### src/rtl/core/assert_macros.svh
// Assertion helpers shared by the detector modules.
// Each use expects clk and rst_n in scope.
`ifndef ASSERT_MACROS_SVH
`define ASSERT_MACROS_SVH

// Check a property on every clock edge outside reset.
`define GLMD_ASSERT(lbl, prop, msg) \
  lbl: assert property (@(posedge clk) disable iff (!rst_n) prop) \
    else $error(msg);

// Check that a condition implies a consequence in the same cycle.
`define GLMD_ASSERT_IMPL(lbl, ante, cons, msg) \
  lbl: assert property (@(posedge clk) disable iff (!rst_n) (ante) |-> (cons)) \
    else $error(msg);

`endif

### src/rtl/core/glmd_pkg.sv
package glmd_pkg;

  // Default sizes
  localparam int MAX_WIDTH_DEF   = 1024;
  localparam int MAX_HEIGHT_DEF  = 1024;
  localparam int SAMPLE_BITS_DEF = 16;

  // Configuration port
  localparam int CFG_ADDR_W = 2;
  localparam int CFG_DATA_W = 11;
  localparam logic [CFG_ADDR_W-1:0] REG_GRID_WIDTH  = 2'd0;
  localparam logic [CFG_ADDR_W-1:0] REG_GRID_HEIGHT = 2'd1;
  localparam int SIZE_RST = 1024;

  // Result coordinates
  localparam int COORD_W = 10;

  // Candidate centres decided by one input, in raster order
  localparam int CAND_N      = 4;
  localparam int CAND_UP_LT  = 0;  // (r-1, c-1)
  localparam int CAND_UP_CUR = 1;  // (r-1, c)
  localparam int CAND_CUR_LT = 2;  // (r, c-1)
  localparam int CAND_CUR    = 3;  // (r, c)

  // Position of an input within the grid
  typedef struct packed {
    logic row_ge1;
    logic row_ge2;
    logic col_ge1;
    logic col_ge2;
    logic last_row;
    logic last_col;
  } pos_flags_t;

endpackage

### src/rtl/core/glmd_window.sv
`include "assert_macros.svh"

module glmd_window #(
  parameter int MAX_WIDTH   = glmd_pkg::MAX_WIDTH_DEF,
  parameter int MAX_HEIGHT  = glmd_pkg::MAX_HEIGHT_DEF,
  parameter int SAMPLE_BITS = glmd_pkg::SAMPLE_BITS_DEF
) (
  input  logic                            clk,
  input  logic                            rst_n,
  // accepted request from the input stage
  input  logic                            acc,
  input  logic [SAMPLE_BITS-1:0]          acc_sample,
  input  logic [$clog2(MAX_HEIGHT)-1:0]   acc_row,
  input  logic [$clog2(MAX_WIDTH)-1:0]    acc_col,
  input  glmd_pkg::pos_flags_t            acc_flags,
  output logic                            s1_ready,
  // line memory
  input  logic [2*SAMPLE_BITS-1:0]        rd_data,
  output logic                            wr_en,
  output logic [$clog2(MAX_WIDTH)-1:0]    wr_addr,
  output logic [2*SAMPLE_BITS-1:0]        wr_data,
  // candidate bundle to the emitter
  output logic                            bnd_valid,
  input  logic                            bnd_ready,
  output logic [glmd_pkg::CAND_N-1:0]     bnd_mask,
  output logic [$clog2(MAX_HEIGHT)-1:0]   bnd_row,
  output logic [$clog2(MAX_WIDTH)-1:0]    bnd_col
);

  localparam int CW = $clog2(MAX_WIDTH);
  localparam int RW = $clog2(MAX_HEIGHT);

  typedef logic [SAMPLE_BITS-1:0] smp_t;
  typedef smp_t win_t [3][3];

  // Centre at window (wr, wc) beats every neighbour that lies inside both
  // the window and the grid; up and left edges come in as flags.
  function automatic logic peak_at(input win_t w, input int wr, input int wc,
                                   input logic has_up, input logic has_left);
    int   nr;
    int   nc;
    logic ok;
    ok = 1'b1;
    for (int dr = -1; dr <= 1; dr++) begin
      for (int dc = -1; dc <= 1; dc++) begin
        nr = wr + dr;
        nc = wc + dc;
        if (!(dr == 0 && dc == 0) && nr >= 0 && nr <= 2 && nc >= 0 && nc <= 2 &&
            (dr != -1 || has_up) && (dc != -1 || has_left)) begin
          if (w[nr][nc] >= w[wr][wc]) begin
            ok = 1'b0;
          end
        end
      end
    end
    return ok;
  endfunction

  logic                 s1_vld_r, s1_vld_nxt;
  smp_t                 s1_smp_r;
  logic [RW-1:0]        s1_row_r;
  logic [CW-1:0]        s1_col_r;
  glmd_pkg::pos_flags_t s1_flg_r;
  win_t                 win_r;
  win_t                 win_nxt;
  smp_t                 rd_two;
  smp_t                 rd_one;
  logic [glmd_pkg::CAND_N-1:0] mask;
  logic                 s1_adv;

  assign rd_two = rd_data[2*SAMPLE_BITS-1:SAMPLE_BITS];
  assign rd_one = rd_data[SAMPLE_BITS-1:0];

  // Shift the window left and bring in the new column
  always_comb begin
    for (int k = 0; k < 3; k++) begin
      win_nxt[k][0] = win_r[k][1];
      win_nxt[k][1] = win_r[k][2];
    end
    win_nxt[0][2] = rd_two;
    win_nxt[1][2] = rd_one;
    win_nxt[2][2] = s1_smp_r;
  end

  // Decide the centres whose last neighbour is this input
  always_comb begin
    mask = '0;
    mask[glmd_pkg::CAND_UP_LT] = s1_flg_r.row_ge1 && s1_flg_r.col_ge1 &&
        peak_at(win_nxt, 1, 1, s1_flg_r.row_ge2, s1_flg_r.col_ge2);
    mask[glmd_pkg::CAND_UP_CUR] = s1_flg_r.row_ge1 && s1_flg_r.last_col &&
        peak_at(win_nxt, 1, 2, s1_flg_r.row_ge2, 1'b1);
    mask[glmd_pkg::CAND_CUR_LT] = s1_flg_r.last_row && s1_flg_r.col_ge1 &&
        peak_at(win_nxt, 2, 1, s1_flg_r.row_ge1, s1_flg_r.col_ge2);
    mask[glmd_pkg::CAND_CUR] = s1_flg_r.last_row && s1_flg_r.last_col &&
        peak_at(win_nxt, 2, 2, s1_flg_r.row_ge1, 1'b1);
  end

  // Advance when the emitter takes the bundle or there is nothing to report
  assign s1_adv    = s1_vld_r && (bnd_ready || (mask == '0));
  assign s1_ready  = !s1_vld_r || s1_adv;
  assign bnd_valid = s1_vld_r && (mask != '0);
  assign bnd_mask  = mask;
  assign bnd_row   = s1_row_r;
  assign bnd_col   = s1_col_r;

  // Write back: the row one back moves to two back, the new sample to one back
  assign wr_en   = s1_adv;
  assign wr_addr = s1_col_r;
  assign wr_data = {rd_one, s1_smp_r};

  always_comb begin
    s1_vld_nxt = s1_vld_r;
    if (acc) begin
      s1_vld_nxt = 1'b1;
    end else if (s1_adv) begin
      s1_vld_nxt = 1'b0;
    end
  end

  always_ff @(posedge clk) begin
    if (!rst_n) begin
      s1_vld_r <= 1'b0;
    end else begin
      s1_vld_r <= s1_vld_nxt;
    end
  end

  // Hold the request while it waits for its memory data
  always_ff @(posedge clk) begin
    if (acc) begin
      s1_smp_r <= acc_sample;
      s1_row_r <= acc_row;
      s1_col_r <= acc_col;
      s1_flg_r <= acc_flags;
    end
  end

  // Clear the window on reset, shift it once per request
  always_ff @(posedge clk) begin
    if (!rst_n) begin
      win_r <= '{default: '0};
    end else if (s1_adv) begin
      win_r <= win_nxt;
    end
  end

  `GLMD_ASSERT_IMPL(a_acc_needs_room, acc, !s1_vld_r || s1_adv,
                    "request taken while the window stage was blocked")

endmodule

### config.mk
export PLATFORM = sky130hd
export DESIGN_NAME = glmd_window
export DESIGN_NICKNAME = d
export VERILOG_FILES = /design/src/rtl/core/glmd_pkg.sv /design/src/rtl/core/glmd_window.sv
export VERILOG_INCLUDE_DIRS = /design/src /design/src/rtl/core
export SDC_FILE = /design/constraint.sdc
export NUM_CORES = 1
export LEC_CHECK = 0
export BUFFER_PORTS_ARGS = -buffer_cell sky130_fd_sc_hd__buf_2
export CAP_MARGIN = 25
export CORE_AREA = 2 2 161 163
export DETAILED_ROUTE_END_ITERATION = 10
export DIE_AREA = 0 0 163 165
export PLACE_DENSITY_LB_ADDON = 0.12
export SLEW_MARGIN = 0
export SYNTH_ARGS = -nofsm -noshare
export SYNTH_HDL_FRONTEND = slang
export SYNTH_SLANG_ARGS = --single-unit
### constraint.sdc
create_clock -name clk -period 9.35 [get_ports clk]
set_input_delay 0.935 -clock clk [delete_from_list [all_inputs] [get_ports clk]]
set_output_delay 0.935 -clock clk [all_outputs]
set_load 0.01 [all_outputs]
-- After elaboration in Yosys (flattened, before gate mapping)
Cells that the tools add are included.
- $lt $le $gt $ge: 21
- muxes and demuxes: 36
- reduce and logical (&&, ||, !) cells: 18
- operator list (cell ; count):
    $ge 16x16->1 ; 21
    $mux 1 ; 36
    $logic_and 1x1->1 ; 12
    $logic_not 4->1 ; 1
    $reduce_bool 4->1 ; 1
    $logic_or 1x1->1 ; 2
    $reduce_bool 2->1 ; 1
    $logic_not 1->1 ; 1
- flip-flop bits (word level): 139
- bits of input ports: 78
- output and inout bits: 69
- word-level logic and storage cells: 91

-- Depth between registers and ports, before layout
- depth in word-level cells: 20
- gate-level depth with buffers: 14
- depth with buffers taken out: 11

-- Worst setup path after synthesis
OpenSTA, ideal clock, no wires.
- path kind: input to output
- from: in rd_data[5]
- to: out wr_en
- arrival time: 3.419 ns
- setup slack: 4.996 ns
- stages on the path: 11
- path through: ha_1 > a21oi_1 > o21ai_1 > a221o_1 > or3_1 > and2_1 > and4_1 > or4_1 > a21boi_1 > buf_2 > buf_4
- word-level cells in the longest chain between the ends: 12
- elaborated cells between the ends (all ways): 35
- those cells by class: order compare (8); mux (20); reduce/logical (7)
- RTL lines (element ; RTL line ; source):
    start: declaration ; glmd_window.sv:18 ; input logic [2*SAMPLE_BITS-1:0] rd_data,
    $ge 16x16->1 ; glmd_window.sv:50 ; if (w[nr][nc] >= w[wr][wc]) begin
    $mux 1 ; glmd_window.sv:50 ;
    $mux 1 ; glmd_window.sv:48 ; if (!(dr == 0 && dc == 0) && nr >= 0 && nr <= 2 && nc >= 0 && nc <= 2 &&
    $mux 1 ; glmd_window.sv:50 ;
    $mux 1 ; glmd_window.sv:48 ;
    $mux 1 (2 in series) ; glmd_window.sv:50 ;
    $mux 1 (*) ; glmd_window.sv:50 ;
    $logic_and 1x1->1 (*) ; glmd_window.sv:90 ; mask[glmd_pkg::CAND_UP_CUR] = s1_flg_r.row_ge1 && s1_flg_r.last_col &&
    via bnd_mask, one bit ; glmd_window.sv:25 ; output logic [glmd_pkg::CAND_N-1:0] bnd_mask,
    $logic_not 4->1 (*) ; glmd_window.sv:99 ; assign s1_adv = s1_vld_r && (bnd_ready || (mask == '0));
    $logic_or 1x1->1 (*) ; glmd_window.sv:99 ;
    $logic_and 1x1->1 (*) ; glmd_window.sv:99 ;
    end: declaration ; glmd_window.sv:19 ; output logic wr_en,
Mark *: on every way through the listed nets, which the timed path passes. The rest lies on a longest branch.

-- Final worst setup path
- from: in rd_data[14]
- to: reg win_r, in the netlist win_nxt[93]
- word-level cells in the longest chain between the ends: 12
- elaborated cells between the ends (all ways): 35
- those cells by class: order compare (8); mux (20); reduce/logical (7)
- RTL lines (element ; RTL line ; source):
    $ge 16x16->1 ; glmd_window.sv:50 ;
    $mux 1 ; glmd_window.sv:50 ;
    $mux 1 ; glmd_window.sv:48 ;
    $mux 1 ; glmd_window.sv:50 ;
    $mux 1 ; glmd_window.sv:48 ;
    $mux 1 (3 in series) ; glmd_window.sv:50 ;
    $logic_and 1x1->1 ; glmd_window.sv:90 ;
    $logic_not 4->1 (*) ; glmd_window.sv:99 ;
    $logic_or 1x1->1 (*) ; glmd_window.sv:99 ;
    $logic_and 1x1->1 (*) ; glmd_window.sv:99 ;
    end signal: assignment ; glmd_window.sv:143 ; win_r <= win_nxt;
    end: declaration ; glmd_window.sv:64 ; win_t win_r;
Mark *: on every way between the ends. The rest lies on a longest branch, timed or not.
A chain may end at the register's enable or synchronous reset.

==> flow_summary.yaml <==
outcome:
  status: "completed"
logic_synthesis:
  syn_area_um2: 10610
  synth-seq-cells: 139
  synth_largest_area_cell: "ha_1"
  synthFlopType: "dfxtp_1"
  synth_edf_count: 42
  synth_area_per_cell_um2: 9.413
  yosysSeqAreaShare_pct: 30.19
  ys_async_sr_fraction_pct: 0
  yosysWarningCount: 0
  synth_nets: 1445
  synth_top_area_share_pct: 28.31
  synth_cell_types: 55
  synth_area_leaders: "ha_1 28%, dfxtp_1 18%, edfxtp_1 12%, mux2i_1 9.1%, nand2_1 6.7%"
  netlist_instances: 1127
floorplan:
  rows: 58
  chipWidth_um: 163
  core_area_um2: 25040
  io_pins: 147
  dieArea_um2: 26900
  initial_core_util_pct: 42.37
  dieHeight_um: 165
critical_path:
  crit_type: "in2reg"
  rr_startpoint: "win_nxt[30]$_SDFFE_PN0P_"
  reg2reg_slack_ps: 4440
  crit_path_max_incr_delay_ps: 880
  end_kind: "flop"
  worstSetupStartpointType: "primary input"
  rr_worst_depth: 13
  worstPathCellList: "buf_2 -> ha_1 -> nand3_1 -> nor3_1 -> nand2_1 -> nor3_1 -> or4_4 -> a2111oi_4 -> or4_1 -> a21boi_4 -> buf_4 -> buf_4 -> mux2i_1"
  crit_family: "simple AND/OR/NAND/NOR gates"
  arrival_ps: 5380
  worst-path-stages: 13
  slowest_stage: "buf_4"
  rr_endpoint: "win_nxt[93]$_SDFFE_PN0P_"
  crit_buf_inv: 3
  worstPathRequired_ps: 9690
  critPathMaxFanout: 58
grt:
  grt_first_pass_wirelength_mm: 45.60
  grt_pass1_vias: 8236
  grt_max_degree: 97
  overflow: 0
  grtUsageTotal_pct: 22.29
  grt_antenna_before_repair: 1
timing:
  setup_violations: 0
  final_max_slew_viol_count: 0
  max_clock_freq_mhz: 198.5
  hold_ws_ps: 456.9
  rsz0062_at_grt: "false"
  setup-tns-final_ps: 0
  finClkSkew_ps: 19.59
  slew_headroom_pct: 29.52
  tightest_slew_ps: 1057
  hold_viol: 0
  fin_crit_sh_pct: 53.89
  fin_crit_ps: 5039
flow_run:
  maxCapViolCount: 0
drt:
  drt_iter0_drc: 426
  post_drt_wl_per_cell_um: 18.33
  drc: 0
  viasPerCell: 5.263
  dr.pass1.iters: 5
  ant_nets: 0
  totalWireLength_mm: 28.79
  vias: 8268
min_path:
  hold_path_depth: 2
  hold_path.class: "reg2reg"
  hold_path_startpoint: "win_nxt[32]$_SDFFE_PN0P_"
  min_to: "win_nxt[32]$_SDFFE_PN0P_"
clock_network:
  cts.path.max_buffers: 2
  cts_made_buffers: 17
  root_buffer: "clkbuf_16"
  cts_tree: "built"
  path_clk_slew_ps: 70
  htreeDepth: 4
  cts_resized: 0
  clk_latency_ps: 450
  clock_sinks: 139
  postCtsSetupBuffers: 0
  postCtsHoldBufs: 0
cells_and_area:
  final_area_um2: 11940
  drive_above_1_share_pct: 15.16
  area_delta_synth_final_pct: 12.57
  nets: 1545
pwr:
  power_density_nw_per_um2: 150.4
  p_leak_nw: 5.465
  irDropWorstVdd_mv: 0.09749
placement:
  dpl.hpwl_mm: 22.75
  place_congestion: 0.9209
  place_area_um2: 11330
  port_buffers: 146
power breakdown:
part           total (mW)  internal, mW  switching, mW  leakage [nW]
clock               0.706         0.365          0.342         0.299
combinational       0.404         0.164          0.240          3.97
sequential          0.686         0.655         0.0301          1.20
total                1.80          1.18          0.612          5.47
layout make-up:
class,instances,area (µm²)
multi-input combinational,843,6661
clock buffer,17,425.4
clock inverter,15,188.9
timing repair buffer,150,763.2
sequential,139,3203
fill,2416,13090
tap,330,412.9
antenna,1,2.502
inverter,76,285.3
cells in the mapped netlist, drive strengths merged, types with 10 or more instances:
library cell / instances
and4: 10
nor2: 22
a21o: 14
o21ai: 34
clkbuf: 16
mux2i: 96
a21oi: 67
nand3: 20
buf: 53
nand2: 188
nor3: 13
dfxtp: 97
nand4: 24
inv: 76
o211ai: 13
ha: 240
a211oi: 17
edfxtp: 42
cell usage in the layout (no fill, tap or decap), types with 2 or more instances in the layout:
cell / count
ha_1: 240
nand2_1: 188
buf_2: 145
dfxtp_1: 97
mux2i_1: 96
inv_1: 76
a21oi_1: 67
edfxtp_1: 42
o21ai_0: 33
nand4_1: 24
nor2_1: 22
nand3_1: 20
a211oi_1: 17
clkbuf_16: 17
a21o_1: 14
nor3_1: 13
o211ai_1: 13
and4_1: 10
nand2b_1: 9
a2111oi_0: 8
nor2b_1: 7
o21a_1: 6
and3_1: 6
clkinv_8: 6
nor4_1: 5
inv_8: 5
buf_4: 5
a31oi_1: 4
o2111ai_1: 4
and2_1: 3
o22ai_1: 3
or4_1: 3
inv_6: 3
a221oi_1: 2
or2_2: 2
o41ai_1: 2
nand4b_1: 2
routing by layer:
| metal | vias to the layer above | part of all wire [%] | GRT usage (%) |
|---|---|---|---|
| li1 | 4286 | - | - |
| met1 | 3820 | 47 | 28.24 |
| met2 | 140 | 48 | 38.91 |
| met3 | 22 | 3.6 | 4.545 |
| met4 | 0 | 1.3 | 5.310 |
| met5 | - | 0 | 0 |
how the worst max path moves through the flow:
stage | from | end
after floorplan | rd_data[5] | wr_en
after global placement | rd_data[15] | win_nxt[41]$_SDFFE_PN0P_
after detailed placement | rd_data[14] | win_nxt[93]$_SDFFE_PN0P_
after CTS | rd_data[14] | win_nxt[93]$_SDFFE_PN0P_
after global routing | rd_data[14] | win_nxt[93]$_SDFFE_PN0P_
final | rd_data[14] | win_nxt[93]$_SDFFE_PN0P_
per-stage QoR:
stage	utilization (%)	cells	worst slack, ps	total power [mW]
floorplan	-	1127	4996	0.9699
global placement	45.24	1538	4072	1.094
detailed placement	45.24	1538	3906	1.099
CTS	47.69	1570	4352	1.813
global route	47.69	1570	4136	1.896
finish	47.70	1571	4311	1.796
kinds of logic (layout without fill, tap and decap cells):
family                     after synthesis  after routing  synth area share (%)
and+or+nand+nor                        318            318                 13.83
adders and majority gates              240            240                 28.31
AOI/OAI and AO/OA                      189            189                 11.49
buffers and inverters                  145            258                 7.123
DFF                                    139            139                 30.19
muxes                                   96             96                 9.058
other                                    0              1                     0
sequential cells by signal, indices dropped and copies added (netlist names):
name and count:
win_nxt 96, s1_smp_r 16, s1_vld_r 1, bnd_row 10
s1_flg_r 6, bnd_col 10
tightest hold or removal path: stages (launching register included):
cell     delay [ps]
dfxtp_1         310
nand2_1          50
mux2i_1          50
No activity file was read; power rests on OpenSTA's default activity.
