`src/rtl/core/assert_macros.svh`:
```
// Assertion helpers shared by the detector modules.
// Each use expects clk and rst_n in scope.
`ifndef ASSERT_MACROS_SVH
`define ASSERT_MACROS_SVH

// Check a property on every clock edge outside reset.
`define GLMD_ASSERT(lbl, prop, msg) \
  lbl: assert property (@(posedge clk) disable iff (!rst_n) prop) \
    else $error(msg);

// Check that a condition implies a consequence in the same cycle.
`define GLMD_ASSERT_IMPL(lbl, ante, cons, msg) \
  lbl: assert property (@(posedge clk) disable iff (!rst_n) (ante) |-> (cons)) \
    else $error(msg);

`endif

```
`src/rtl/core/glmd_pkg.sv`:
```
package glmd_pkg;

  // Default sizes
  localparam int MAX_WIDTH_DEF   = 1024;
  localparam int MAX_HEIGHT_DEF  = 1024;
  localparam int SAMPLE_BITS_DEF = 16;

  // Configuration port
  localparam int CFG_ADDR_W = 2;
  localparam int CFG_DATA_W = 11;
  localparam logic [CFG_ADDR_W-1:0] REG_GRID_WIDTH  = 2'd0;
  localparam logic [CFG_ADDR_W-1:0] REG_GRID_HEIGHT = 2'd1;
  localparam int SIZE_RST = 1024;

  // Result coordinates
  localparam int COORD_W = 10;

  // Candidate centres decided by one input, in raster order
  localparam int CAND_N      = 4;
  localparam int CAND_UP_LT  = 0;  // (r-1, c-1)
  localparam int CAND_UP_CUR = 1;  // (r-1, c)
  localparam int CAND_CUR_LT = 2;  // (r, c-1)
  localparam int CAND_CUR    = 3;  // (r, c)

  // Position of an input within the grid
  typedef struct packed {
    logic row_ge1;
    logic row_ge2;
    logic col_ge1;
    logic col_ge2;
    logic last_row;
    logic last_col;
  } pos_flags_t;

endpackage

```
`src/rtl/core/glmd_out_if.sv`:
```
interface glmd_out_if;
  logic                         valid;
  logic                         ready;
  logic [glmd_pkg::COORD_W-1:0] peak_row;
  logic [glmd_pkg::COORD_W-1:0] peak_col;
  logic                         last_of_run;

  modport source (output valid, output peak_row, output peak_col, output last_of_run,
                  input ready);
  modport sink (input valid, input peak_row, input peak_col, input last_of_run,
                output ready);
endinterface

```
`src/rtl/core/glmd_emit.sv`:
```
`include "assert_macros.svh"

module glmd_emit #(
  parameter int MAX_WIDTH  = glmd_pkg::MAX_WIDTH_DEF,
  parameter int MAX_HEIGHT = glmd_pkg::MAX_HEIGHT_DEF
) (
  input  logic                          clk,
  input  logic                          rst_n,
  input  logic                          bnd_valid,
  output logic                          bnd_ready,
  input  logic [glmd_pkg::CAND_N-1:0]   bnd_mask,
  input  logic [$clog2(MAX_HEIGHT)-1:0] bnd_row,
  input  logic [$clog2(MAX_WIDTH)-1:0]  bnd_col,
  glmd_out_if.source                    out_chan
);

  localparam int CW = $clog2(MAX_WIDTH);
  localparam int RW = $clog2(MAX_HEIGHT);
  localparam int OW = glmd_pkg::COORD_W;

  logic                        bnd_vld_r, bnd_vld_nxt;
  logic [glmd_pkg::CAND_N-1:0] mask_r, mask_nxt;
  logic [RW-1:0]               row_r;
  logic [CW-1:0]               col_r;
  logic                        out_vld_r, out_vld_nxt;
  logic [OW-1:0]               prow_r, prow_nxt;
  logic [OW-1:0]               pcol_r, pcol_nxt;
  logic                        last_r, last_nxt;
  logic [glmd_pkg::CAND_N-1:0] sel;
  logic [glmd_pkg::CAND_N-1:0] rest;
  logic [RW-1:0]               sel_row;
  logic [CW-1:0]               sel_col;
  logic                        out_load;
  logic                        pop;
  logic                        take;

  // Pick the first pending centre in raster order
  always_comb begin
    sel     = '0;
    sel_row = row_r;
    sel_col = col_r;
    priority if (mask_r[glmd_pkg::CAND_UP_LT]) begin
      sel[glmd_pkg::CAND_UP_LT] = 1'b1;
      sel_row = row_r - RW'(1);
      sel_col = col_r - CW'(1);
    end else if (mask_r[glmd_pkg::CAND_UP_CUR]) begin
      sel[glmd_pkg::CAND_UP_CUR] = 1'b1;
      sel_row = row_r - RW'(1);
    end else if (mask_r[glmd_pkg::CAND_CUR_LT]) begin
      sel[glmd_pkg::CAND_CUR_LT] = 1'b1;
      sel_col = col_r - CW'(1);
    end else begin
      sel[glmd_pkg::CAND_CUR] = 1'b1;
    end
  end

  assign rest      = mask_r & ~sel;
  assign out_load  = !out_vld_r || out_chan.ready;
  assign pop       = bnd_vld_r && out_load;
  assign bnd_ready = !bnd_vld_r || (pop && (rest == '0));
  assign take      = bnd_valid && bnd_ready;

  // Bundle register: load, drain one centre per result
  always_comb begin
    bnd_vld_nxt = bnd_vld_r;
    mask_nxt    = mask_r;
    if (take) begin
      bnd_vld_nxt = 1'b1;
      mask_nxt    = bnd_mask;
    end else if (pop) begin
      bnd_vld_nxt = (rest != '0);
      mask_nxt    = rest;
    end
  end

  // Output register
  always_comb begin
    out_vld_nxt = out_vld_r;
    prow_nxt    = prow_r;
    pcol_nxt    = pcol_r;
    last_nxt    = last_r;
    if (pop) begin
      out_vld_nxt = 1'b1;
      prow_nxt    = OW'(sel_row);
      pcol_nxt    = OW'(sel_col);
      last_nxt    = (rest == '0);
    end else if (out_chan.ready) begin
      out_vld_nxt = 1'b0;
    end
  end

  always_ff @(posedge clk) begin
    if (!rst_n) begin
      bnd_vld_r <= 1'b0;
      out_vld_r <= 1'b0;
    end else begin
      bnd_vld_r <= bnd_vld_nxt;
      out_vld_r <= out_vld_nxt;
    end
  end

  always_ff @(posedge clk) begin
    mask_r <= mask_nxt;
    prow_r <= prow_nxt;
    pcol_r <= pcol_nxt;
    last_r <= last_nxt;
    if (take) begin
      row_r <= bnd_row;
      col_r <= bnd_col;
    end
  end

  assign out_chan.valid       = out_vld_r;
  assign out_chan.peak_row    = prow_r;
  assign out_chan.peak_col    = pcol_r;
  assign out_chan.last_of_run = last_r;

  `GLMD_ASSERT_IMPL(a_bundle_nonempty, bnd_vld_r, mask_r != '0,
                    "bundle held with no pending centre")
  `GLMD_ASSERT(a_run_continues, out_vld_r && out_chan.ready && !last_r |=> out_vld_r,
               "result run broken before its last result")

endmodule

```
`src/flat_wrapper.sv`:
```
// flat-port wrapper written by rule: the top's interface ports become plain ports
module glmd_emit_flat 
#(
  parameter int MAX_WIDTH  = glmd_pkg::MAX_WIDTH_DEF,
  parameter int MAX_HEIGHT = glmd_pkg::MAX_HEIGHT_DEF
)
  (clk, rst_n, bnd_valid, bnd_ready, bnd_mask, bnd_row, bnd_col, out_chan_valid, out_chan_peak_row, out_chan_peak_col, out_chan_last_of_run, out_chan_ready);
  glmd_out_if out_chan_i ();
  input  logic clk;
  input  logic rst_n;
  input  logic bnd_valid;
  output logic bnd_ready;
  input  logic [glmd_pkg::CAND_N-1:0] bnd_mask;
  input  logic [$clog2(MAX_HEIGHT)-1:0] bnd_row;
  input  logic [$clog2(MAX_WIDTH)-1:0] bnd_col;
  output wire logic [$bits(out_chan_i.valid)-1:0] out_chan_valid;
  output wire logic [$bits(out_chan_i.peak_row)-1:0] out_chan_peak_row;
  output wire logic [$bits(out_chan_i.peak_col)-1:0] out_chan_peak_col;
  output wire logic [$bits(out_chan_i.last_of_run)-1:0] out_chan_last_of_run;
  input wire logic [$bits(out_chan_i.ready)-1:0] out_chan_ready;
  assign out_chan_valid = out_chan_i.valid;
  assign out_chan_peak_row = out_chan_i.peak_row;
  assign out_chan_peak_col = out_chan_i.peak_col;
  assign out_chan_last_of_run = out_chan_i.last_of_run;
  assign out_chan_i.ready = out_chan_ready;
  glmd_emit #(.MAX_WIDTH(MAX_WIDTH), .MAX_HEIGHT(MAX_HEIGHT)) u_core (.clk(clk), .rst_n(rst_n), .bnd_valid(bnd_valid), .bnd_ready(bnd_ready), .bnd_mask(bnd_mask), .bnd_row(bnd_row), .bnd_col(bnd_col), .out_chan(out_chan_i));
endmodule
```
`config.mk`:
```
export PLATFORM = sky130hd
export DESIGN_NAME = glmd_emit_flat
export DESIGN_NICKNAME = d
export VERILOG_FILES = /design/src/rtl/core/glmd_pkg.sv /design/src/rtl/core/glmd_out_if.sv /design/src/rtl/core/glmd_emit.sv /design/src/flat_wrapper.sv
export VERILOG_INCLUDE_DIRS = /design/src /design/src/rtl/core
export SDC_FILE = /design/constraint.sdc
export NUM_CORES = 1
export LEC_CHECK = 0
export BUFFER_PORTS_ARGS = -buffer_cell sky130_fd_sc_hd__buf_2
export CORE_MARGIN = 4
export CORE_UTILIZATION = 55
export DETAILED_ROUTE_END_ITERATION = 6
export GPL_ROUTABILITY_DRIVEN = 0
export PLACE_DENSITY_LB_ADDON = 0.1
export SETUP_SLACK_MARGIN = 0.5
export SYNTH_ARGS = -nofsm -noshare
export SYNTH_HDL_FRONTEND = slang
export SYNTH_SLANG_ARGS = --single-unit
```
`constraint.sdc`:
```
create_clock -name clk -period 2.83 [get_ports clk]
set_input_delay 0.566 -clock clk [delete_from_list [all_inputs] [get_ports clk]]
set_output_delay 0.566 -clock clk [all_outputs]
set_load 0.01 [all_outputs]
```
; ---- Yosys cells after proc, flatten, opt, wreduce, memory -nomap -nowiden
; Cells that the tools add are included.
[word_totals]
ram_bits = 0
rom_bits = 0
wordCells = 40
latch_bits = 0
out_inout_bits = 23
memories = 0
register_bits = 47
[op_classes]
n_shift = 0
mux = 17
n_reduce_logical = 11
addsub = 2
div = 0
order_cmp = 0
bitwise_logic = 2
n_eq_ne = 0
n_mul = 0
[op_table]
columns = operator, n
row1 = $mux 10, 5
row2 = $sub 10x1->10 const B, 2
row3 = $mux 1, 8
row4 = $mux 4, 2
row5 = $and 4x4->4, 1
row6 = $logic_not 4->1, 1
row7 = $not 4->4, 1
row8 = $reduce_bool 2->1, 2
row9 = $reduce_bool 4->1, 1
row10 = $logic_and 1x1->1, 3
row11 = $mux 3, 1
row12 = $logic_not 1->1, 2
row13 = $logic_or 1x1->1, 2
row14 = $mux 2, 1

; ---- Depth between registers and ports, before layout
; Gate-level depths: netlist of the first run.
[logic_depth]
ltp_word = 10
mapped_depth = 5

; ---- Worst setup path before layout of the first run
; Ideal clock, no wire load.
[synth_path]
kind = in2reg
start = in out_chan_ready
end = reg u_core.last_r, in the netlist u_core.out_chan.last_of_run (enable)
arrival_time_ns = 1.590
slack_ns = 0.839
cell_stages = 2
t_required_ns = 2.429
cell_sequence = nor2b_1 nor2b_1
[synth_via]
elab_chain_cells = 2
[synth_rtl]
columns = item, line_no
row1 = from (decl), flat_wrapper.sv:20  ; input wire logic [$bits(out_chan_i.ready)-1:0] out_chan_ready;
row2 = $logic_or 1x1->1, glmd_emit.sv:58  ; assign out_load = !out_vld_r || out_chan.ready;
row3 = $logic_and 1x1->1, glmd_emit.sv:59  ; assign pop = bnd_vld_r && out_load;
row4 = to (signal assigned), glmd_emit.sv:106  ; last_r <= last_nxt;
row5 = to (decl), glmd_emit.sv:28  ; logic last_r, last_nxt;
; No other way between the ends.
; A chain may end at the register's enable or synchronous reset.

; ---- Worst setup path after layout of the first run
[layout_path]
start = reg u_core.mask_r[0] (netlist name)
end = out bnd_ready
[layout_via]
elab_chain_cells = 6
[layout_rtl]
columns = item, line_no
row1 = from (decl), glmd_emit.sv:22  ; logic [glmd_pkg::CAND_N-1:0] mask_r, mask_nxt;
row2 = from (signal assigned), glmd_emit.sv:103  ; mask_r <= mask_nxt;
row3 = $mux 1 / $mux 3 (equally long branches), glmd_emit.sv:42  ; priority if (mask_r[glmd_pkg::CAND_UP_LT]) begin
row4 = $not 4->4, glmd_emit.sv:57  ; assign rest = mask_r & ~sel;
row5 = $and 4x4->4 (*), glmd_emit.sv:57
row6 = $logic_not 4->1 (*), glmd_emit.sv:60  ; assign bnd_ready = !bnd_vld_r || (pop && (rest == '0));
row7 = $logic_and 1x1->1 (*), glmd_emit.sv:60
row8 = $logic_or 1x1->1 (*), glmd_emit.sv:60
row9 = to (decl), flat_wrapper.sv:12  ; output logic bnd_ready;
; Mark *: on every way between the ends. The rest lies on a longest branch, timed or not.

==> results of run 1 <==
-- power by group through the flow --
stage          clock [uW]  sequential, uW  combinational (uW)
2_1_floorplan           0             904                94.9
3_3_place_gp            0             893                 166
3_5_place_dp            0             896                 169
4_1_cts               479             878                 184
5_1_grt               513             884                 208
6_report              465             877                 184
-- cell usage in the layout (no fill, tap or decap), drive strengths merged, types with 4 or more instances in the layout --
| master | synthesis | final |
|---|---|---|
| inv | 5 | 5 |
| xor2 | 10 | 10 |
| nor2 | 9 | 9 |
| nor3 | 4 | 4 |
| buf | 1 | 54 |
| nand2 | 8 | 8 |
| clkbuf | 0 | 6 |
| nor4 | 5 | 5 |
| edfxtp | 45 | 45 |
| xnor2 | 7 | 7 |
-- what timing repair did --
action,CTS,global route
resized for setup,3,0
pin swaps,0,1
buffers inserted,3,1
endpoints found under the setup margin,1,1
hold endpoints to repair,0,0
-- area by class of cell --
cell class	instances	area, sq um
Multi-Input combinational cell	73	522
Clock buffer	6	41.3
Tap cell	46	57.6
Inverter	5	18.8
Timing Repair Buffer	54	280
Clock inverter	2	60.1
Fill cell	254	992
Sequential cell	47	1390
-- worst max-delay path by stage --
stage                                    from                                     to  cells past startpoint
2_1_floorplan                  out_chan_ready  u_core.out_chan.last_of_run$_DFFE_PP_                      2
3_3_place_gp   u_core.mask_r[0]$_SDFFCE_PN0P_             u_core.mask_r[1]$_DFFE_PP_                      4
3_5_place_dp   u_core.mask_r[0]$_SDFFCE_PN0P_             u_core.mask_r[1]$_DFFE_PP_                      4
4_1_cts        u_core.mask_r[0]$_SDFFCE_PN0P_                              bnd_ready                      4
5_1_grt        u_core.mask_r[0]$_SDFFCE_PN0P_                              bnd_ready                      4
6_report       u_core.mask_r[0]$_SDFFCE_PN0P_                              bnd_ready                      4
-- kinds of logic (layout without fill, tap and decap cells) --
logic type,after synthesis,after routing
xor+xnor,17,17
mux,1,1
compound gates,13,13
flops,47,47
fa+ha+maj,3,3
buf+inv,6,67
simple gates,39,39
-- metal layers --
metal  part of all wire  GRT usage  vias to the layer above
met5                  0          0                        -
met4              0.031     0.0759                        0
met3              0.087     0.0532                        8
met2               0.52      0.270                       48
met1               0.36      0.159                      551
li1                   -          -                      585
-- sequential cells by signal (all words and copies together), names as in the netlist --
signal and count:
u_core.col_r 10, u_core.out_chan.peak_col 10, u_core.out_chan.peak_row 10, u_core.row_r 10, u_core.mask_r 4, u_core.bnd_vld_r 1, u_core.out_chan.last_of_run 1, u_core.out_chan.valid 1
-- worst max-delay path, stage by stage (launching register included) --
cell and delay [ns]:
edfxtp_1 0.44, maj3_2 0.36, o221a_4 0.28, a21oi_2 0.12
buf_2 0.14
-- stage by stage --
step                setup WS (ns)  cell area (sq um)  total power, uW  utilization
global placement            0.815               2230             1060        0.664
CTS                         0.534               2360             1540        0.703
finish                      0.579               2370             1530        0.705
global route                0.501               2370             1610        0.705
floorplan                   0.839               1930              999            -
detailed placement          0.750               2230             1070        0.664
==> impl_metrics.env, run 1 <==
export IMPL_antenna_found_initial=0
export IMPL_syn_instance_count=126
export IMPL_io_buffer_count=50
export IMPL_hpwl_um=2180
export IMPL_holdPathEnd="u_core.row_r[8]$_DFFE_PP_"
export IMPL_grt_max_degree=25
export IMPL_synth_xor_area_share=0.0772
export IMPL_timing_rr_end="u_core.mask_r[1]$_DFFE_PP_"
export IMPL_cts_num_sinks=47
export IMPL_synth_adder_area_share=0.0182
export IMPL_track_usage=0.152
export IMPL_cp_data_arrival_time_ns=1.69
export IMPL_finalNonFillerCells=233
export IMPL_die_w_um=67.2
export IMPL_synth_nets=156
export IMPL_timing_hold_ws_ns=0.374
export IMPL_worstSkewPairLatency_ns=0.36
export IMPL_rows=21
export IMPL_rr_startpoint="u_core.mask_r[0]$_SDFFCE_PN0P_"
export IMPL_endpoint_kind="output port"
export IMPL_cts_path_max_buffers=2
export IMPL_power_density_mw_per_mm2=644
export IMPL_final_nets=216
export IMPL_relSlewSlack=0.315
export IMPL_combPwrFrac=0.121
export IMPL_reg2reg_depth=4
export IMPL_dieArea_sq_mm=0.00452
export IMPL_yosys_cell_count_top_type="edfxtp_1"
export IMPL_rsz0062_at_grt="false"
export IMPL_synth_seq_cells=47
export IMPL_start_util=0.574
export IMPL_drc=0
export IMPL_diodes=0
export IMPL_regToRegSetupSlack_ns=0.85
export IMPL_cts_buffers=5
export IMPL_vias_per_cell=5.12
export IMPL_tns_ns=0
export IMPL_grt_pass1_wl_um=5000
export IMPL_min_path_type="input port to register"
export IMPL_synth_simple_area_share=0.115
export IMPL_synth_seq_area_share=0.721
export IMPL_yosys_area_top_type="edfxtp_1"
export IMPL_hold_depth=1
export IMPL_placed_cells=221
export IMPL_synth_cell_types=30
export IMPL_syn_to_final_growth_pct=22.9
export IMPL_critPathMaxFanout=4
export IMPL_yosysTopAreaCellShare=0.700
export IMPL_ant_nets=0
export IMPL_synth_common_cells="edfxtp_1 (45), xor2_1 (10), nand2_1 (8), nor2_1 (8), xnor2_1 (7)"
export IMPL_pwr_share_clk=0.305
export IMPL_crit_type="register to output port"
export IMPL_intPower_uw=1200
export IMPL_p_sw_uw=325
export IMPL_fmax_mhz=444
export IMPL_tightest_slew_ns=1.02
export IMPL_setup_viol=0
export IMPL_worstPathRequired_ns=2.26
export IMPL_synthArstFlopShare=0
export IMPL_synth_area_leaders="edfxtp_1 (70%), xor2_1 (4.5%), xnor2_1 (3.2%)"
export IMPL_yosys_warnings=0
export IMPL_worstHoldStart="bnd_row[8]"
export IMPL_io_pins=51
export IMPL_die_y_um=67.2
export IMPL_hold_viol=0
export IMPL_ys_flop_type="edfxtp_1"
export IMPL_p_sw_frac=0.213
export IMPL_fin_skew_ns=0.0142
export IMPL_hold_buffers=0
export IMPL_vdd_drop_max_mv=0.412
export IMPL_leakagePower_uw=0.000934
export IMPL_fin_crit_sh=0.795
export IMPL_htree_levels=2
export IMPL_seqPwrFrac=0.575
export IMPL_ctsRootBufferMaster="clkbuf_4"
export IMPL_grt_pass1_vias=1153
export IMPL_synth_edf_count=45
export IMPL_avgSynthCellArea_sq_um=15.3
export IMPL_drv_slew=0
export IMPL_via_count=1192
export IMPL_wl_per_cell_um=12.6
export IMPL_period_needed_ns=2.25
export IMPL_synth_compound_area_frac=0.0493
export IMPL_synth_top_family_by_area="simple AND/OR/NAND/NOR gates"
export IMPL_fp_coreArea_sq_mm=0.00336
export IMPL_cap_violations=0
export IMPL_overflow=0
export IMPL_drive_gt1_frac=0.380
export IMPL_routed_wl_um=2940
export IMPL_synth_mux_area_frac=0.00519
export IMPL_cts_tree="yes"
export IMPL_start_kind="register"
export IMPL_status="complete, no violations"
export IMPL_syn_area_sq_mm=0.00193
export IMPL_first_pass_iters=4
export IMPL_clk_pin_slew_ns=0.13
export IMPL_drt_iter0_markers=36
Note: power is estimated with default switching activity, not from simulation.
==> run 2: changes to the inputs <==
--- a/config.mk
+++ b/config.mk
@@ -8,7 +8,7 @@
 export LEC_CHECK = 0
 export BUFFER_PORTS_ARGS = -buffer_cell sky130_fd_sc_hd__buf_2
 export CORE_MARGIN = 4
-export CORE_UTILIZATION = 55
+export CORE_UTILIZATION = 46
 export DETAILED_ROUTE_END_ITERATION = 6
 export GPL_ROUTABILITY_DRIVEN = 0
 export PLACE_DENSITY_LB_ADDON = 0.1
==> constraint.sdc (replaced) <==
create_clock -name clk -period 1.9 [get_ports clk]
set_input_delay 0.38 -clock clk [delete_from_list [all_inputs] [get_ports clk]]
set_output_delay 0.38 -clock clk [all_outputs]
set_load 0.01 [all_outputs]
==> run 2 against run 1 <==
Against the previous run:
- cell count grew 12%
- sequential power grew 51%
- global-route usage shrank 0.77 points
- total power grew 60%
- the flow now finishes with violations (setup timing)
- largest power group unchanged
- sequential cell count is the same
- count of clock-buffer cells in the layout shrank 1
- register-to-register slack lost 0.83 ns
==> impl_metrics.env, run 2 (synthesis results as in run 1) <==
export IMPL_status="complete, but fails checks"
export IMPL_violations="setup timing"
export IMPL_intPower_uw=1860
export IMPL_clk_pin_slew_ns=0.09
export IMPL_overflow=0
export IMPL_antenna_found_initial=0
export IMPL_final_common_cell="buf_2"
export IMPL_cap_violations=0
export IMPL_diodes=0
export IMPL_grt_max_degree=22
export IMPL_pre_cts_slack_ns=0.158
export IMPL_crit_start="u_core.mask_r[1]$_DFFE_PP_"
export IMPL_rsz0062_at_grt="true"
export IMPL_hold_viol=0
export IMPL_cts_num_sinks=47
export IMPL_drive_gt1_frac=0.521
export IMPL_cp_data_arrival_time_ns=1.59
export IMPL_cts_buffers=5
export IMPL_period_needed_ns=1.97
export IMPL_tightest_slew_ns=0.420
export IMPL_ant_nets=0
export IMPL_cpMaxStageDelayCell="edfxtp_1"
export IMPL_syn_to_final_growth_pct=43.1
export IMPL_drc=0
export IMPL_tns_ns=-0.0669
export IMPL_endpoint_kind="output port"
export IMPL_vias_per_cell=4.98
export IMPL_fin_total_pwr_uw=2440
export IMPL_grt_pass1_wl_um=5780
export IMPL_cts_tree="yes"
export IMPL_timing_rr_end="u_core.mask_r[1]$_DFFE_PP_"
export IMPL_wl_per_cell_um=14.4
export IMPL_worstHoldStart="bnd_col[8]"
export IMPL_first_pass_iters=4
export IMPL_leakagePower_uw=0.00111
export IMPL_crit_family="flip-flops"
export IMPL_drt_iter0_markers=60
export IMPL_path_depth=4
export IMPL_p_sw_frac=0.239
export IMPL_setup_viol=1
export IMPL_die_w_um=72.8
export IMPL_rr_startpoint="u_core.mask_r[1]$_DFFE_PP_"
export IMPL_combPwrFrac=0.168
export IMPL_vdd_drop_max_mv=0.685
export IMPL_cts_path_max_buffers=2
export IMPL_fmax_mhz=508
export IMPL_start_util=0.479
export IMPL_drv_slew=0
export IMPL_final_cell_mix="buf_2 (50), edfxtp_1 (45), buf_4 (19)"
export IMPL_finalNonFillerCells=261
export IMPL_timing_hold_ws_ns=0.249
export IMPL_relSlewSlack=0.719
export IMPL_n_fill_cell=296
export IMPL_seqPwrFrac=0.538
export IMPL_fp_coreArea_sq_mm=0.00403
export IMPL_routed_wl_um=3750
export IMPL_final_nets=240
export IMPL_track_usage=0.145
export IMPL_crit_type="register to output port"
export IMPL_via_count=1301
export IMPL_worstSkewPairLatency_ns=0.30
export IMPL_fin_crit_sh=1.04
export IMPL_regToRegSetupSlack_ns=0.02
export IMPL_crit_buf_inv=1
export IMPL_io_buffer_count=50
export IMPL_htree_levels=2
export IMPL_p_sw_uw=584
export IMPL_dieArea_sq_mm=0.00529
export IMPL_cp_cell_sequence="maj3_2 -> o221a_4 -> a21oi_2 -> buf_2"
export IMPL_io_pins=51
export IMPL_reg2reg_depth=6
export IMPL_critPathMaxFanout=4
export IMPL_setup_worst_path_end="bnd_ready"
export IMPL_worstPathRequired_ns=1.52
export IMPL_placed_cells=231
export IMPL_ctsRootBufferMaster="clkbuf_8"
export IMPL_setup_ws_ns=-0.0669
export IMPL_power_density_mw_per_mm2=885
export IMPL_start_kind="register"
export IMPL_die_y_um=72.8
export IMPL_hpwl_um=2530
export IMPL_grt_pass1_vias=1290
export IMPL_min_path_type="input port to register"
export IMPL_pwr_share_clk=0.294
export IMPL_rows=23
export IMPL_fin_skew_ns=0.00575
export IMPL_cpPeakStageDelay_ns=0.45
run 2: area by class of cell:
class,count,area (sq um),area share
clock buffers,5,68.8,0.0249
inverters,5,18.8,0.00680
well taps,50,62.6,0.0227
clock inverters,3,43.8,0.0159
multi-input cells,73,649,0.235
flip-flops and latches,47,1390,0.504
repair buffers,78,526,0.190
run 2: repair_timing:
item | 4_1_cts | 5_1_grt
gates cloned | 0 | 1
buffers inserted | 10 | 11
pin swaps | 10 | 13
hold buffers | 0 | 0
setup endpoints to repair | 41 | 41
gates resized for setup | 15 | 16
run 2: worst min path at each step:
stage | slack, ns | endpoint | depth (start not counted)
after global routing | 0.24 | u_core.col_r[8]$_DFFE_PP_ | 1
after floorplan | 0.48 | u_core.col_r[0]$_DFFE_PP_ | 0
final | 0.25 | u_core.col_r[8]$_DFFE_PP_ | 1
after global placement | 0.54 | u_core.out_chan.peak_row[9]$_DFFE_PP_ | 1
after detailed placement | 0.54 | u_core.out_chan.peak_row[9]$_DFFE_PP_ | 1
after CTS | 0.24 | u_core.row_r[0]$_DFFE_PP_ | 1
run 2: power by group through the flow:
stage	logic (uW)	clock network, uW	registers, uW
4_1_cts	350	735	1310
5_1_grt	445	782	1330
3_5_place_dp	296	0	1330
6_report	411	718	1320
3_3_place_gp	287	0	1330
2_1_floorplan	149	0	1350
run 2: through the flow:
| stage | util | cell area (sq um) |
|---|---|---|
| after global placement | 0.578 | 2330 |
| final | 0.685 | 2760 |
| after global routing | 0.685 | 2760 |
| after floorplan | - | 1960 |
| after CTS | 0.643 | 2590 |
| after detailed placement | 0.578 | 2330 |
run 2: worst register-to-register path: stages (launching register included):
cell and delay [ns]:
edfxtp_1 0.45, maj3_2 0.34, o221a_4 0.23, buf_4 0.15, nor2_4 0.21, buf_12 0.17, o22ai_1 0.08
run 2: layer usage:
metal / share of wire / global-route usage / vias up
met5: 0 / 0 / -
met4: 0.015 / 0.0492 / 0
met3: 0.063 / 0.0441 / 10
met2: 0.57 / 0.278 / 42
met1: 0.35 / 0.146 / 615
li1: - / - / 634
==> run 3: changes to the inputs <==
--- a/config.mk
+++ b/config.mk
@@ -7,12 +7,15 @@
 export NUM_CORES = 1
 export LEC_CHECK = 0
 export BUFFER_PORTS_ARGS = -buffer_cell sky130_fd_sc_hd__buf_2
+export CAP_MARGIN = 15
 export CORE_MARGIN = 4
 export CORE_UTILIZATION = 46
 export DETAILED_ROUTE_END_ITERATION = 6
 export GPL_ROUTABILITY_DRIVEN = 0
+export MAX_ROUTING_LAYER = met4
 export PLACE_DENSITY_LB_ADDON = 0.1
 export SETUP_SLACK_MARGIN = 0.5
+export SKIP_LAST_GASP = 1
 export SYNTH_ARGS = -nofsm -noshare
 export SYNTH_HDL_FRONTEND = slang
 export SYNTH_SLANG_ARGS = --single-unit
==> run 3 against run 2 <==
Against the previous run:
- the run still ends with setup timing left
- cell count unchanged
- combinational power decreased by 1%
- count of clock-buffer cells in the layout unchanged
- maximum frequency hardly changed
- non-clock buffer count is the same
- global-route usage grew 0.43 points
- cell area down 0.63%
- sequential cell count unchanged
- critical endpoint unchanged
- highest routed layer unchanged
==> impl_metrics.env, run 3 (synthesis results as in run 1) <==
export IMPL_cap_violations=0
export IMPL_drive_gt1_frac=0.512
export IMPL_setup_ws_ns=-0.0658
export IMPL_crit_type="register to output port"
export IMPL_cts_path_max_buffers=2
export IMPL_n_fill_cell=302
export IMPL_fmax_mhz=509
export IMPL_vdd_drop_max_mv=0.686
export IMPL_tightest_slew_ns=0.393
export IMPL_final_nets=240
export IMPL_cpMaxStageDelayCell="edfxtp_1"
export IMPL_rows=23
export IMPL_fin_skew_ns=0.00556
export IMPL_cts_tree="yes"
export IMPL_violations="setup timing"
export IMPL_leakagePower_uw=0.00111
export IMPL_die_y_um=72.8
export IMPL_min_path_type="input port to register"
export IMPL_worstSkewPairLatency_ns=0.30
export IMPL_hold_viol=0
export IMPL_grt_pass1_wl_um=5790
export IMPL_tns_ns=-0.0658
export IMPL_cp_cell_sequence="maj3_2 -> o221a_4 -> a21oi_2 -> buf_2"
export IMPL_ant_nets=0
export IMPL_fin_crit_sh=1.03
export IMPL_grt_max_degree=22
export IMPL_routed_wl_um=3750
export IMPL_hpwl_um=2530
export IMPL_status="complete, but fails checks"
export IMPL_endpoint_kind="output port"
export IMPL_vias_per_cell=5.03
export IMPL_final_cell_mix="buf_2 (50), edfxtp_1 (45), buf_4 (19)"
export IMPL_ctsRootBufferMaster="clkbuf_8"
export IMPL_met2_wirelength_um=2150
export IMPL_overflow=0
export IMPL_drc=0
export IMPL_cts_num_sinks=47
export IMPL_wl_met1_um=1330
export IMPL_crit_buf_inv=1
export IMPL_start_util=0.479
export IMPL_critPathMaxFanout=4
export IMPL_cp_data_arrival_time_ns=1.59
export IMPL_setup_viol=1
export IMPL_drt_iter0_markers=66
export IMPL_dieArea_sq_mm=0.00529
export IMPL_power_density_mw_per_mm2=889
export IMPL_die_w_um=72.8
export IMPL_relSlewSlack=0.738
export IMPL_grt_pass1_vias=1291
export IMPL_track_usage=0.149
export IMPL_htree_levels=2
export IMPL_fp_coreArea_sq_mm=0.00403
export IMPL_via_count=1313
export IMPL_period_needed_ns=1.97
export IMPL_wl_met3_um=220
export IMPL_io_pins=51
export IMPL_syn_to_final_growth_pct=42.2
export IMPL_rsz0062_at_grt="true"
export IMPL_antenna_found_initial=0
export IMPL_start_kind="register"
export IMPL_cts_buffers=5
export IMPL_crit_family="flip-flops"
export IMPL_wl_per_cell_um=14.4
export IMPL_first_pass_iters=4
export IMPL_fin_total_pwr_uw=2440
export IMPL_diodes=0
export IMPL_io_buffer_count=50
export IMPL_final_common_cell="buf_2"
export IMPL_top_layer="met4"
export IMPL_worstPathRequired_ns=1.52
export IMPL_cpPeakStageDelay_ns=0.45
export IMPL_clk_pin_slew_ns=0.09
export IMPL_drv_slew=0
export IMPL_timing_hold_ws_ns=0.250
==> run 3: cell counts in the layout (fill, tap and decap cells not counted) <==
Identical to the previous run, type by type.
==> run 3: worst paths after layout <==
path	start	slack (ns)	to	cells after the start
worst max-delay path	u_core.mask_r[1]$_DFFE_PP_	-0.07	bnd_ready	4
worst min-delay path	bnd_col[8]	0.25	u_core.col_r[8]$_DFFE_PP_	1
worst min register to register	u_core.row_r[9]$_DFFE_PP_	0.55	u_core.out_chan.peak_row[9]$_DFFE_PP_	1
worst max register to register	u_core.mask_r[1]$_DFFE_PP_	0.02	u_core.mask_r[1]$_DFFE_PP_	6
==> run 3: layout make-up <==
class | instances | area, sq um | share of cell area
well taps | 50 | 62.6 | 0.0228
clock inverters | 3 | 43.8 | 0.0160
clock buffers | 5 | 68.8 | 0.0251
repair buffers | 78 | 526 | 0.192
multi-input cells | 73 | 632 | 0.230
inverters | 5 | 18.8 | 0.00684
flip-flops and latches | 47 | 1390 | 0.507
==> run 3: stage by stage <==
stage / utilization / instance area, sq um / setup WS, ns / instances
global route: 0.681 / 2740 / -0.131 / 261
detailed placement: 0.578 / 2330 / 0.158 / 231
finish: 0.681 / 2740 / -0.0658 / 261
CTS: 0.643 / 2590 / -0.0528 / 249
floorplan: - / 1960 / 0.0554 / 126
global placement: 0.578 / 2330 / 0.171 / 231
==> run 3: repair_timing <==
| item | in CTS | in global routing |
|---|---|---|
| gates cloned | 0 | 1 |
| resized for setup | 15 | 12 |
| hold buffers | 0 | 0 |
| setup buffers | 10 | 11 |
| endpoints found under the hold margin | 0 | 0 |
| endpoints found under the setup margin | 41 | 41 |
| pin swaps | 10 | 13 |
==> run 3: metal layers <==
| layer | up-vias | track usage |
|---|---|---|
| li1 | 635 | - |
| met1 | 630 | 0.146 |
| met2 | 40 | 0.280 |
| met3 | 8 | 0.0413 |
| met4 | 0 | 0.0492 |
| met5 | - | - |
==> run 3: where the power goes <==
part | leakage (uW) | switching (uW) | total [uW] | internal, uW
registers | 0.000449 | 60.7 | 1310 | 1250
clock network | 0.0000581 | 327 | 718 | 391
logic | 0.000601 | 194 | 407 | 214
